==> config.mk <==
export PLATFORM = sky130hd
export DESIGN_NAME = lsp_ram
export DESIGN_NICKNAME = d
export VERILOG_FILES = /design/src/rtl/core/lsp_ram.sv
export SDC_FILE = /design/constraint.sdc
export NUM_CORES = 2
export LEC_CHECK = 0
export BUFFER_PORTS_ARGS = -buffer_cell sky130_fd_sc_hd__buf_2
export CORE_ASPECT_RATIO = 1.4
export CORE_MARGIN = 5
export CORE_UTILIZATION = 55
export CTS_CLUSTER_DIAMETER = 120
export DETAILED_ROUTE_END_ITERATION = 8
export HOLD_SLACK_MARGIN = 0.08
export PLACE_DENSITY = 0.7
export SYNTH_ARGS = -nofsm -noshare
export SYNTH_HDL_FRONTEND = slang
export SYNTH_SLANG_ARGS = --single-unit
==> constraint.sdc <==
create_clock -name clk -period 3.8 [get_ports clk]
set_input_delay 1.14 -clock clk [delete_from_list [all_inputs] [get_ports clk]]
set_output_delay 1.14 -clock clk [all_outputs]
set_load 0.1 [all_outputs]
==> src/rtl/core/lsp_ram.sv <==
// ----------------------------------------------------------------------------
// Generic RAM
// One write port and one read port, read data registered.
// ----------------------------------------------------------------------------
module lsp_ram #(
    parameter int WIDTH = 8,
    parameter int DEPTH = 512,
    localparam int AW   = $clog2(DEPTH)
) (
    input  logic             clk,
    input  logic             we,
    input  logic [AW-1:0]    waddr,
    input  logic [WIDTH-1:0] wdata,
    input  logic [AW-1:0]    raddr,
    output logic [WIDTH-1:0] rdata
);

    logic [WIDTH-1:0] mem [DEPTH];

    always_ff @(posedge clk)
    begin
        if (we)
        begin
            mem[waddr] <= wdata;
        end
        rdata <= mem[raddr];
    end

endmodule

**Word level (Yosys, flattened, before mapping)**

Memory sizes are Yosys's and may differ from the RTL's. A register that Yosys moved wholly into a read port is not among the register bits.
Index checks and enable logic that the tools add are counted.

- Register bits: 0
- Latch bits: 0
- RAM bits: 4,096
- ROM bits: 0
- Bits of input ports: 28
- Output and inout port bits: 8
- Logic and storage cells: 3
- Memories kept: 1

Memory list:

| memory | words | bits a word | read ports | clocked after Yosys merged registers in | write ports | RTL line | source |
|---|---|---|---|---|---|---|---|
| mem | 512 | 8 | 1 | 1 | 1 | 18 | `logic [WIDTH-1:0] mem [DEPTH];` |

- Add/subtract/negate cells: 0
- Multiply operators: 0
- Divide/modulo/power cells: 0
- $lt $le $gt $ge: 0
- Equality and inequality tests: 0
- Shift operators: 0
- Multiplexer cells: 2
- Bitwise operators: 0
- Reduce and logical (&&, ||, !) cells: 0

Operators with widths:

| kind | count |
|---|---|
| $mux W1 | 2 |

**Logic depth before layout (Yosys ltp)**

- Depth after elaboration: 2
- Depth in mapped cells: 12
- Depth with buffers taken out: 7

**Least setup slack after synthesis**

Ideal clock, no wire load.

- Path type: in2reg
- Start point: in raddr[0]
- End point: reg rdata[0], read port of mem
- Arrival time: 2,994 ps
- Setup slack: 688 ps
- Cell stages on the path: 10
- Path buffers: 4
- Cells stage by stage: buf_4 buf_12 buf_12 buf_2 mux4_2 o21ai_0 nand3_1 nand4_1 o21ai_0 o2111a_1

RTL lines:

| element | RTL line | source |
|---|---|---|
| from (decl) | 14 | `input logic [AW-1:0] raddr,` |
| to (decl) | 15 | `output logic [WIDTH-1:0] rdata` |

==> results.toml <==
[synth]
synth_simple_gate_area_share_pct = 2.631
synth-seq-cells = 4104
synth_area_leaders = "edfxtp_1 (77%), mux4_2 (9.2%), mux2i_1 (5.0%)"
synth_top_area_cell = "edfxtp_1"
synth-edff-count = 4096
avgSynthCellArea_sq_um = 19.92
synthAdderAreaFrac_pct = 0
ys_seq_area_share_pct = 77.01
synthCells = 8030
synth_compound_area_share_pct = 4.313
syn_nets = 8058
synth_top_family_by_area = "multiplexers"
yosysMostFrequentCell = "edfxtp_1"
synth.area.mux_share_pct = 14.20
synth_top_area_share_pct = 76.91
yosys_warnings = 0
syn_area_sq_mm = 0.1599
synthTopCellsByCount = "edfxtp_1 (4096), mux2i_1 (797), mux4_2 (654), nor2_1 (597), o221ai_1 (371)"
yosysUniqueCellTypes = 51
synth-xor-area-share_pct = 0
async_reset_ff_share_pct = 0
synth_ff_type = "edfxtp_1"

[layout]
final_area_sq_mm = 0.1840
fillers = 19200
final_core_util_pct = 63.47
syn_to_final_growth_pct = 15.03
drive_gt1_share_pct = 25.20
nets = 9052

[route]
routed_via_density = 6.491
drt-wirelength-per-cell_um = 31.78
totalWireLength_mm = 416.4
drc_errors = 0
num_vias = 85040
dr.pass1.iters = 6
dr.first_iter.drc_count = 10450
ant_nets = 0

[setup_path]
end_kind = "register"
slowest_stage = "nor4_1"
crit_path_max_incr_delay_ns = 0.59
cp_data_arrival_time_ns = 4.66
critical_path.top_delay_family = "simple AND/OR/NAND/NOR gates"
critPathKind = "in2reg"
critPathRequiredTime_ns = 4.65
crit_top_cell = "buf_4"
start_kind = "primary input"
regToRegSetupSlack_ns = 0.63
critPathMaxFanout = 63
cp_num_buf_inv = 6
path_cells = "buf_8, or2_4, buf_12, buf_12, o221ai_1, buf_4, a21oi_1, nor4_1, buf_4, nand4_1, nor4_2, buf_4, o2111a_1"

[sta]
max_slew.worst_pin.slew_ns = 1.252
clock_skew_ns = 0.05157
setup-tns-final_ns = -0.004676
post-route-period-util_pct = 100.1
slew_headroom_pct = 15.64
hold_viol = 0
rsz0062_at_grt = "no"
min_period_ns = 3.805
setup_viol = 1
finalWorstSetupSlack_ns = -0.004676
drv_slew = 0
fmax_mhz = 262.8

[status]
status = "finished with violations"
violations = "setup timing"

[clock_tree]
insertion_delay_ns = 0.92
clkSlewWorstSetupHoldPaths_ns = 0.07
postCtsSetupBuffers = 0
cts_tree = "yes"
clock-sinks = 4104
cts.path.max_buffers = 4
cts.htree.levels = 5
root_buffer = "clkbuf_16"
cts_buffers = 361

[floorplan]
rows = 234
die_y_um = 648.0
ios = 36
core_sq_mm = 0.2899
chipWidth_um = 465.7
dieArea_sq_mm = 0.3018
start_util_pct = 55.18

[grt]
grt_overflow = 0
grt_max_degree = 135
grt_usage_pct = 27.47
antenna_found_initial = 19
grt_pass1_wl_mm = 604.0
grt_pass1_vias = 86760

[place]
globalplace.congestion = 0.9262
port_buffers = 35
post_dp_cell_area_sq_mm = 0.1723
place_hpwl_mm = 270.7
post-place-ws_ns = -1.287

[job]
drv_cap = 0

[pwr]
finalPower_w = 0.09147
p_leak_nw = 60.27
peakVddDrop_mv = 0.5941
powerDensity_mw_per_mm2 = 497.2

[worst_hold_path]
worstHoldPathType = "in2reg"
[routing by layer]
metal,GRT usage (%),vias up,wire [um]
met2,46.62,4487,211500
met3,4.398,1047,33600
met5,0,-,149
met4,14.02,22,25730
met1,34.59,44100,145500
li1,-,35390,-
[kinds of logic (layout without fill, tap and decap cells)]
kind of cell | Yosys count | count (layout)
flip-flops | 4104 | 4104
multiplexers | 1451 | 1451
AND/OR/NAND/NOR | 980 | 980
AO/OA/AOI/OAI | 979 | 979
buffers and inverters | 516 | 1801
other | 0 | 11
[path summary, 6_finish.rpt]
path / endpoint / cells after the start / startpoint
worst min-delay path: mem[399][5] / 1 / wdata[5]
worst max-delay path: rdata[3] / 13 / raddr[1]
worst min register to register: rdata[0] / 6 / mem[297][0]
worst max register to register: rdata[3] / 9 / mem[283][3]
[sequential cells by signal (all words and copies together), names as in the netlist]
name,flops
mem,4096
rdata,8
[metrics by stage]
stage | hold WS [ns] | cells
final | 0.6339 | 13100
after global routing | 0.6071 | 13090
after CTS | 0.5950 | 13090
after detailed placement | 1.146 | 12440
after global placement | 1.146 | 12440
after floorplan | 0.9378 | 8030
[power breakdown]
part,total [W],internal [W],leakage [nW],switching [W]
Combinational,0.00523,0.00189,17.8,0.00333
Sequential,0.0499,0.0498,36.9,0.0000559
Clock,0.0364,0.0204,5.65,0.0159
Total,0.0915,0.0721,60.3,0.0193
[repair_timing]
action | CTS | global route
hold buffers | 0 | 0
resized for setup | 4 | 2
endpoints found under the setup margin | 3 | 2
[worst reg2reg max path, delay by kind of cell, from the launching register on]
kind	cells	cell delay, ns
AND/OR/NAND/NOR	3	1.44
AO/OA/AOI/OAI	3	0.83
buffers and inverters	2	0.42
flip-flops	1	0.32
multiplexers	1	0.08
[final cells by class]
cell class / instances / area [sq um] / share of cell area [%]
multi-input cells: 3410 / 34010 / 18.49
diodes: 11 / 27.53 / 0.01496
repair buffers: 1144 / 10430 / 5.668
flip-flops and latches: 4104 / 123200 / 66.94
clock inverters: 220 / 2071 / 1.126
clock buffers: 434 / 9530 / 5.180
inverters: 3 / 18.77 / 0.01020
well taps: 3776 / 4725 / 2.568
[layout by cell type (no fill, tap or decap), types with 4 or more instances in the layout]
cell type and n:
a211oi_1 17, a21oi_1 194, a22o_1 5, a22oi_1 61
and2_1 19, buf_12 145, buf_2 23, buf_4 964
buf_8 10, bufinv_16 37, clkbuf_1 62, clkbuf_16 371
clkinv_1 80, clkinv_2 67, clkinv_4 4, clkinvlp_4 21
dfxtp_1 8, diode_2 11, edfxtp_1 4096, inv_6 8
mux2i_1 797, mux4_2 654, nand2_1 98, nand2_4 12
nand3_1 32, nand3_4 4, nand4_1 32, nor2_1 597
nor2b_1 4, nor3_1 109, nor3b_1 7, nor4_1 33
o2111a_1 8, o21ai_0 116, o221ai_1 371, o22ai_1 163
o31ai_1 13, o41ai_1 6, or2_2 4, or3_1 6
Power figures use the tool's default switching activity.
