File: src/rtl/core/lsp_pkg.sv
// ----------------------------------------------------------------------------
// Spot line field parser package
// Shared constants, state types and the status record of the line scanner.
// ----------------------------------------------------------------------------
package lsp_pkg;

    localparam int LINE_BYTES_DEF    = 512;
    localparam int SPOTTER_BYTES_DEF = 16;
    localparam int FREQ_BYTES_DEF    = 16;
    localparam int CALL_BYTES_DEF    = 16;
    localparam int COMMENT_BYTES_DEF = 64;

    localparam int MAX_RESULTS = 16;
    localparam int NUM_FIELDS  = 5;
    localparam int PREFIX_LEN  = 6;
    localparam int TIME_LEN    = 5;
    localparam int CHUNK_BYTES = 8;

    localparam logic [7:0] CH_NUL   = 8'h00;
    localparam logic [7:0] CH_TAB   = 8'h09;
    localparam logic [7:0] CH_NL    = 8'h0A;
    localparam logic [7:0] CH_CR    = 8'h0D;
    localparam logic [7:0] CH_SPACE = 8'h20;
    localparam logic [7:0] CH_COLON = 8'h3A;
    localparam logic [7:0] CH_Z     = 8'h5A;

    // First character in the most significant byte.
    localparam logic [8*PREFIX_LEN-1:0] PREFIX_STR = "DX de ";

    localparam logic [2:0] FID_SPOTTER = 3'd0;
    localparam logic [2:0] FID_FREQ    = 3'd1;
    localparam logic [2:0] FID_CALL    = 3'd2;
    localparam logic [2:0] FID_COMMENT = 3'd3;
    localparam logic [2:0] FID_TIME    = 3'd4;

    typedef enum logic [1:0] {
        TP_COLLECT,
        TP_SCAN,
        TP_EMIT
    } top_state_t;

    typedef enum logic [2:0] {
        SC_IDLE,
        SC_CRWAIT,
        SC_FWD,
        SC_FIN,
        SC_CALC,
        SC_BREQ,
        SC_BWAIT,
        SC_DONE
    } scan_state_t;

    typedef enum logic [2:0] {
        PH_HEAD,
        PH_G1,
        PH_T1,
        PH_G2,
        PH_T2,
        PH_G3,
        PH_REST
    } scan_phase_t;

    typedef enum logic [1:0] {
        EM_IDLE,
        EM_SETUP,
        EM_READ,
        EM_PUT
    } emit_state_t;

    typedef struct packed {
        logic done;
        logic spot;
    } scan_stat_t;

    function automatic logic [7:0] prefix_char(input logic [2:0] i);
        logic [7:0] c;
        c = CH_NUL;
        case (i)
            3'd0:    c = PREFIX_STR[47:40];
            3'd1:    c = PREFIX_STR[39:32];
            3'd2:    c = PREFIX_STR[31:24];
            3'd3:    c = PREFIX_STR[23:16];
            3'd4:    c = PREFIX_STR[15:8];
            3'd5:    c = PREFIX_STR[7:0];
            default: c = CH_NUL;
        endcase
        return c;
    endfunction

    function automatic logic is_gap(input logic [7:0] c);
        return (c == CH_SPACE) || (c == CH_TAB);
    endfunction

    function automatic logic is_trim(input logic [7:0] c);
        return (c == CH_SPACE) || (c == CH_TAB) || (c == CH_CR) || (c == CH_NL);
    endfunction

endpackage

File: src/rtl/core/lsp_emit.sv
// ----------------------------------------------------------------------------
// Chunk emitter
// Reads each field back from the line store and sends it in chunks of up to eight bytes.
// ----------------------------------------------------------------------------
module lsp_emit #(
    parameter int LINE_BYTES = lsp_pkg::LINE_BYTES_DEF,
    localparam int AW        = $clog2(LINE_BYTES),
    localparam int CW        = $clog2(lsp_pkg::MAX_RESULTS + 1)
) (
    input  logic          clk,
    input  logic          rst_n,
    input  logic          go,
    input  logic [AW-1:0] fs [lsp_pkg::NUM_FIELDS],
    input  logic [AW-1:0] fl [lsp_pkg::NUM_FIELDS],
    output logic [AW-1:0] raddr,
    input  logic [7:0]    rdata,
    output logic          done,
    output logic          out_valid,
    input  logic          out_ready,
    output logic [2:0]    field_id,
    output logic [63:0]   chunk_bytes,
    output logic [3:0]    chunk_len,
    output logic          last_of_spot
);

    lsp_pkg::emit_state_t state_reg, state_next;
    logic [AW-1:0] fs_reg [lsp_pkg::NUM_FIELDS];
    logic [AW-1:0] fl_reg [lsp_pkg::NUM_FIELDS];
    logic          load;
    logic [2:0]    fld_reg, fld_next;
    logic [AW-1:0] off_reg, off_next;
    logic [AW-1:0] base_reg, base_next;
    logic [3:0]    k_reg, k_next;
    logic [3:0]    iss_reg, iss_next;
    logic          rv_reg, rv_next;
    logic [2:0]    lane_reg, lane_next;
    logic [63:0]   acc_reg, acc_next;
    logic [CW-1:0] cnt_reg, cnt_next;
    logic          ov_reg, ov_next;
    logic [2:0]    fid_reg, fid_next;
    logic [63:0]   ob_reg, ob_next;
    logic [3:0]    ol_reg, ol_next;
    logic          olast_reg, olast_next;

    always_ff @(posedge clk or negedge rst_n)
    begin
        if (!rst_n)
        begin
            state_reg <= lsp_pkg::EM_IDLE;
            rv_reg    <= 1'b0;
            ov_reg    <= 1'b0;
        end
        else
        begin
            state_reg <= state_next;
            rv_reg    <= rv_next;
            ov_reg    <= ov_next;
        end
    end

    always_ff @(posedge clk)
    begin
        if (load)
        begin
            fs_reg <= fs;
            fl_reg <= fl;
        end
        fld_reg   <= fld_next;
        off_reg   <= off_next;
        base_reg  <= base_next;
        k_reg     <= k_next;
        iss_reg   <= iss_next;
        lane_reg  <= lane_next;
        acc_reg   <= acc_next;
        cnt_reg   <= cnt_next;
        fid_reg   <= fid_next;
        ob_reg    <= ob_next;
        ol_reg    <= ol_next;
        olast_reg <= olast_next;
    end

    always_comb
    begin
        logic [AW-1:0] rem;
        logic          fin;
        logic          lastc;
        state_next = state_reg;
        load       = 1'b0;
        fld_next   = fld_reg;
        off_next   = off_reg;
        base_next  = base_reg;
        k_next     = k_reg;
        iss_next   = iss_reg;
        rv_next    = 1'b0;
        lane_next  = lane_reg;
        acc_next   = acc_reg;
        cnt_next   = cnt_reg;
        ov_next    = ov_reg && !out_ready;
        fid_next   = fid_reg;
        ob_next    = ob_reg;
        ol_next    = ol_reg;
        olast_next = olast_reg;
        raddr      = base_reg + AW'(iss_reg);
        done       = 1'b0;
        rem        = fl_reg[fld_reg] - off_reg;
        fin        = (off_reg + AW'(k_reg)) == fl_reg[fld_reg];
        lastc      = (fld_reg == lsp_pkg::FID_TIME && fin) ||
                     (cnt_reg == CW'(lsp_pkg::MAX_RESULTS - 1));

        case (state_reg)
            lsp_pkg::EM_IDLE:
            begin
                if (go)
                begin
                    load       = 1'b1;
                    fld_next   = lsp_pkg::FID_SPOTTER;
                    off_next   = '0;
                    cnt_next   = '0;
                    state_next = lsp_pkg::EM_SETUP;
                end
            end

            lsp_pkg::EM_SETUP:
            begin
                k_next     = (int'(rem) > lsp_pkg::CHUNK_BYTES) ? 4'(lsp_pkg::CHUNK_BYTES)
                                                                : 4'(rem);
                base_next  = fs_reg[fld_reg] + off_reg;
                iss_next   = '0;
                acc_next   = '0;
                state_next = lsp_pkg::EM_READ;
            end

            lsp_pkg::EM_READ:
            begin
                if (iss_reg < k_reg)
                begin
                    rv_next   = 1'b1;
                    lane_next = iss_reg[2:0];
                    iss_next  = iss_reg + 4'd1;
                end
                if (rv_reg)
                begin
                    acc_next[lane_reg*8 +: 8] = rdata;
                end
                else if (iss_reg == k_reg)
                begin
                    state_next = lsp_pkg::EM_PUT;
                end
            end

            lsp_pkg::EM_PUT:
            begin
                if (!ov_reg || out_ready)
                begin
                    ov_next    = 1'b1;
                    fid_next   = fld_reg;
                    ob_next    = acc_reg;
                    ol_next    = k_reg;
                    olast_next = lastc;
                    cnt_next   = cnt_reg + CW'(1);
                    if (lastc)
                    begin
                        done       = 1'b1;
                        state_next = lsp_pkg::EM_IDLE;
                    end
                    else if (fin)
                    begin
                        fld_next   = fld_reg + 3'd1;
                        off_next   = '0;
                        state_next = lsp_pkg::EM_SETUP;
                    end
                    else
                    begin
                        off_next   = off_reg + AW'(k_reg);
                        state_next = lsp_pkg::EM_SETUP;
                    end
                end
            end

            default:
            begin
                state_next = lsp_pkg::EM_IDLE;
            end
        endcase
    end

    assign out_valid    = ov_reg;
    assign field_id     = fid_reg;
    assign chunk_bytes  = ob_reg;
    assign chunk_len    = ol_reg;
    assign last_of_spot = olast_reg;

endmodule

File: config.mk
export PLATFORM = sky130hd
export DESIGN_NAME = lsp_emit
export DESIGN_NICKNAME = d
export VERILOG_FILES = /design/src/rtl/core/lsp_pkg.sv /design/src/rtl/core/lsp_emit.sv
export SDC_FILE = /design/constraint.sdc
export NUM_CORES = 1
export LEC_CHECK = 0
export CAP_MARGIN = 40
export CORE_MARGIN = 10
export CORE_UTILIZATION = 65
export CTS_BUF_LIST = sky130_fd_sc_hd__clkbuf_8
export DETAILED_ROUTE_END_ITERATION = 10
export DONT_BUFFER_PORTS = 1
export HOLD_SLACK_MARGIN = 0.05
export PLACE_DENSITY_LB_ADDON = 0.08
export SLEW_MARGIN = 20
export SYNTH_ARGS = -nofsm -noshare
export SYNTH_HDL_FRONTEND = slang
export SYNTH_SLANG_ARGS = --single-unit
File: constraint.sdc
create_clock -name clk -period 4.6 [get_ports clk]
set_input_delay 0.46 -clock clk [delete_from_list [all_inputs] [get_ports clk]]
set_output_delay 0.46 -clock clk [all_outputs]
set_load 0.1 [all_outputs]
# Yosys cells after proc, flatten, opt, wreduce, memory -nomap -nowiden
# Index checks and enable logic that the tools add are counted.
[totals] regBits=267 word_cells=110 inputBits=102
[op_classes] mux=39 bitwise=1 shifts=2 n_addsub=8 eq_ne=15 n_reduce_logical=17 order_cmp=3
[ops] cell="$pmux W64 S2" count=1
[ops] cell="$mux W9" count=8
[ops] cell="$bwmux W64" count=1
[ops] cell="$mux W64" count=1
[ops] cell="$shift A8 B34 Y64 const A" count=1
[ops] cell="$shiftx A8 B34 Y64" count=1
[ops] cell="$bmux W9 S3" count=2
[ops] cell="$neg A6 Y34" count=1
[ops] cell="$add A9 B4 Y9" count=2
[ops] cell="$pmux W9 S2" count=1
[ops] cell="$ne A2 B2 Y1 const B" count=8
[ops] cell="$mux W3" count=4
[ops] cell="$mux W1" count=10
[ops] cell="$mux W5" count=2
[ops] cell="$pmux W5 S2" count=1
[ops] cell="$add A9 B9 Y9" count=1
[ops] cell="$eq A9 B9 Y1" count=1
[ops] cell="$gt A9 B4 Y1 const B" count=1
[ops] cell="$sub A9 B9 Y9" count=1
[ops] cell="$mux W2" count=4
[ops] cell="$pmux W2 S4" count=1
[ops] cell="$pmux W4 S2" count=1
[ops] cell="$reduce_and A2 Y1" count=4
[ops] cell="$reduce_and A4 Y1" count=2
[ops] cell="20 further kinds" count=25

# Longest topological paths before layout
[depth] depth_word=10 mapped_depth=15

# Least setup slack after synthesis
# Ideal clock, no wire load.
[synth_timing] path_kind="flip-flop to output port" start="register ov_reg, in the netlist out_valid" end="output port done" n_path_buf=0 t_arrival_ns=3.634 stages_incl_launch_ff=4 required_time_ns=4.140 path_slack_ns=0.506 cell_sequence="dfrtp_1 nand2b_1 and2_1 and2_1"
[synth_between] elab_chain_cells=4
[synth_lines] element="start, declared" line="lsp_emit.sv:39" source="logic ov_reg, ov_next;"
[synth_lines] element="start signal, assigned" line="lsp_emit.sv:57" source="ov_reg <= ov_next;"
[synth_lines] element="$logic_not A1 Y1" line="lsp_emit.sv:153" source="if (!ov_reg || out_ready)"
[synth_lines] element="$logic_or A1 B1 Y1" line="lsp_emit.sv:153"
[synth_lines] element="$mux W1" line="lsp_emit.sv:153"
[synth_lines] element="$mux W1" line="lsp_emit.sv:110" source="case (state_reg)"
[synth_lines] element="end, declared" line="lsp_emit.sv:17" source="output logic done,"
# No other way between the ends.

# Final worst setup path
[layout_timing] start="register fld_reg[2]" end="output port done"
[layout_between] elab_chain_cells=10
[layout_lines] element="start, declared" line="lsp_emit.sv:30" source="logic [2:0] fld_reg, fld_next;"
[layout_lines] element="start signal, assigned" line="lsp_emit.sv:68" source="fld_reg <= fld_next;"
[layout_lines] element="$not A3 Y4 (not written as such)" line="lsp_emit.sv:106" source="fin = (off_reg + AW'(k_reg)) == fl_reg[fld_reg];"
[layout_lines] element="$bmux W9 S3" line="lsp_emit.sv:106"
[layout_lines] element="$mux W9 (not written as such) (2 in a row)" line="lsp_emit.sv:106"
[layout_lines] element="$eq A9 B9 Y1" line="lsp_emit.sv:106"
[layout_lines] element="$logic_and A1 B1 Y1 (*)" line="lsp_emit.sv:107" source="lastc = (fld_reg == lsp_pkg::FID_TIME && fin) ||"
[layout_lines] element="$logic_or A1 B1 Y1 (*)" line="lsp_emit.sv:107"
[layout_lines] element="$mux W1 (*)" line="lsp_emit.sv:161" source="if (lastc)"
[layout_lines] element="$mux W1 (*)" line="lsp_emit.sv:153"
[layout_lines] element="$mux W1 (*)" line="lsp_emit.sv:110"
# Mark *: on every way between the ends. The rest lies on a longest branch, timed or not. The select of a mux whose other input is x is not followed.

==> impl_metrics.toml <==
[outcome]
outcome = "finished clean"

[sta]
period_needed_ns = 3.821
fin_tns_setup_ns = 0
worst_slew_pin_slew_ns = 0.9295
fin_worst_skew_ns = 0.02899
max-slew-margin-rel_pct = 38.17
slew_violations = 0
worst_slack_ns = 0.7792
rsz0062_at_grt = "false"
setup_violations = 0
fin_crit_sh_pct = 83.06
fmax_mhz = 261.7
final_hold_viol_count = 0

[yosys]
synth_flop_cell = "edfxtp_1"
synth.net_count = 931
yosysMostFrequentCell = "edfxtp_1"
syn-cell-area_mm2 = 0.01178
synth_area_per_cell_um2 = 15.00
synth_top_area_share_pct = 67.06
synth_area_leaders = "edfxtp_1 (67%), ha_1 (4.2%), mux2i_1 (4.2%), nor2b_1 (2.2%), a21boi_0 (2.1%)"
yosys.cell_types.count = 55
synth-edff-count = 263
synthTopCellsByCount = "edfxtp_1 (263), nand2_1 (60), mux2i_1 (49)"
ys_warn_count = 0
synth_top_area_cell = "edfxtp_1"
synth_async_sr_flop_share_pct = 1.498
ys_seq_area_share_pct = 67.91
synthesis.instances = 785
yosys_register_bits = 267

[die]
core_area_mm2 = 0.01790
die_area_mm2 = 0.02390
io-pin-count = 185
die_w_um = 154.6
fp.dieH_um = 154.6
rows = 49
initial_core_util_pct = 65.78

[clock_tree]
htree_levels = 2
clk_path_buf_depth = 3
cts.repair.resized = 0
postCtsSetupBuffers = 0
cts_tree = "done"
insertion_delay_ns = 0.53
clockRootBuffer = "clkbuf_8"
clk_pin_slew_ns = 0.08
cts_buffers = 40
clock_sinks = 267

[worst_hold_path]
hp-class = "input port to register"

[drt]
met1_length_mm = 10.25
drtIter0Drc = 580
drt-vias-per-instance = 5.889
vias = 7220
wl_per_cell_um = 23.34
wl_met2_mm = 15.20
dr.pass1.iters = 5
wirelength_mm = 28.61
met3_length_mm = 2.317
drcViolationCount = 0
ant_nets = 0
routed.top_layer = "met4"

[setup_path]
crit_slowest_cell = "nor3_4"
cp.required_ns = 4.14
critPathTopFamily = "simple AND/OR/NAND/NOR gates"
max_stage_delay_ns = 0.60
start_kind = "register"
end_kind = "output port"
arrival_ns = 3.36
crit_path_cell_trace = "inv_2 -> nor3_4 -> a21oi_1 -> xor2_1 -> nor4_4 -> a41o_2 -> and2_1 -> buf_4"
critPathBufInv = 2
crit_type = "register to output port"
path_max_fanout = 15

[grt]
grt_pass1_wl_mm = 43.08
grt_start_max_net_pins = 73
antenna_found_initial = 1
grt_overflow = 0
track_usage_pct = 22.66
grt_pass1_vias = 7631

[finish]
nFillCells = 820
layout-drive-gt1-share_pct = 15.96
finalNonFillerCells = 1226
syn_to_final_growth_pct = 27.77
nets = 1113

[job]
max_cap_viol_count = 0

[place]
pre_cts_ws_ns = 0.9826
numPortBuffers = 0
dp_hpwl_mm = 17.94
place.detailed.instances = 1044
gp_congestion = 0.8358
## metal layers
layer / vias up / global-route usage [%]
li1: 3280 / -
met1: 3497 / 25.92
met4: 0 / 8.952
met3: 72 / 6.184
met2: 371 / 39.51
met5: - / 0
## per-stage QoR
step,hold slack (ns),util [%],instance area (um^2)
global route,0.1537,84.05,15050
global placement,0.1646,67.67,12110
finish,0.1668,84.05,15050
floorplan,0.1644,-,11780
CTS,0.1377,81.34,14560
detailed placement,0.1647,71.88,12870
## cells by family after synthesis
group                    synth area share [%]
AO/OA/AOI/OAI                           6.566
XOR/XNOR                                2.901
adder cells (fa/ha/maj)                 4.930
buffers and inverters                   2.231
flip-flops                              67.91
multiplexers                            6.077
AND/OR/NAND/NOR                         9.382
## layout by cell type (no fill, tap or decap), types with 22 or more instances in the layout
master / n
clkbuf_8: 43
nor2b_1: 41
nand2_1: 59
dlygate4sd3_1: 91
inv_1: 49
buf_8: 22
nand3_1: 22
edfxtp_1: 263
a21boi_0: 33
ha_1: 40
mux2i_1: 49
## layout make-up
cell class                 instances  area [um^2]  share of cell area, %
antenna                            1        2.502                0.01663
clock buffer                      43        591.8                  3.933
clock inverter                    28        190.2                  1.264
inverter                          40        150.1                 0.9978
multi-input combinational        455         3575                  23.76
sequential                       267         7998                  53.15
tap                              229        286.5                  1.904
timing repair buffer             163         2253                  14.98
## path summary, 6_finish.rpt
path	startpoint	end	slack (ns)	cells past startpoint
hold / removal	out_ready	out_valid	0.17	2
setup / recovery	fld_reg[2]	done	0.78	8
max in group asynchronous	rst_n	state_reg[0]	4.12	1
min in group asynchronous	rst_n	rv_reg	0.25	1
hold reg to reg	acc_reg[46]	chunk_bytes[46]	0.45	0
setup reg to reg	fld_reg[1]	k_reg[3]	0.90	14
## what timing repair did
item                                    in CTS  in global routing
endpoints found under the hold margin       94                  0
hold buffers                                91                  0
endpoints found under the setup margin       0                  0
Power is left out: the tool's default activity adds up to more than one toggle a clock period on the data nets, which glitch-free logic cannot reach.
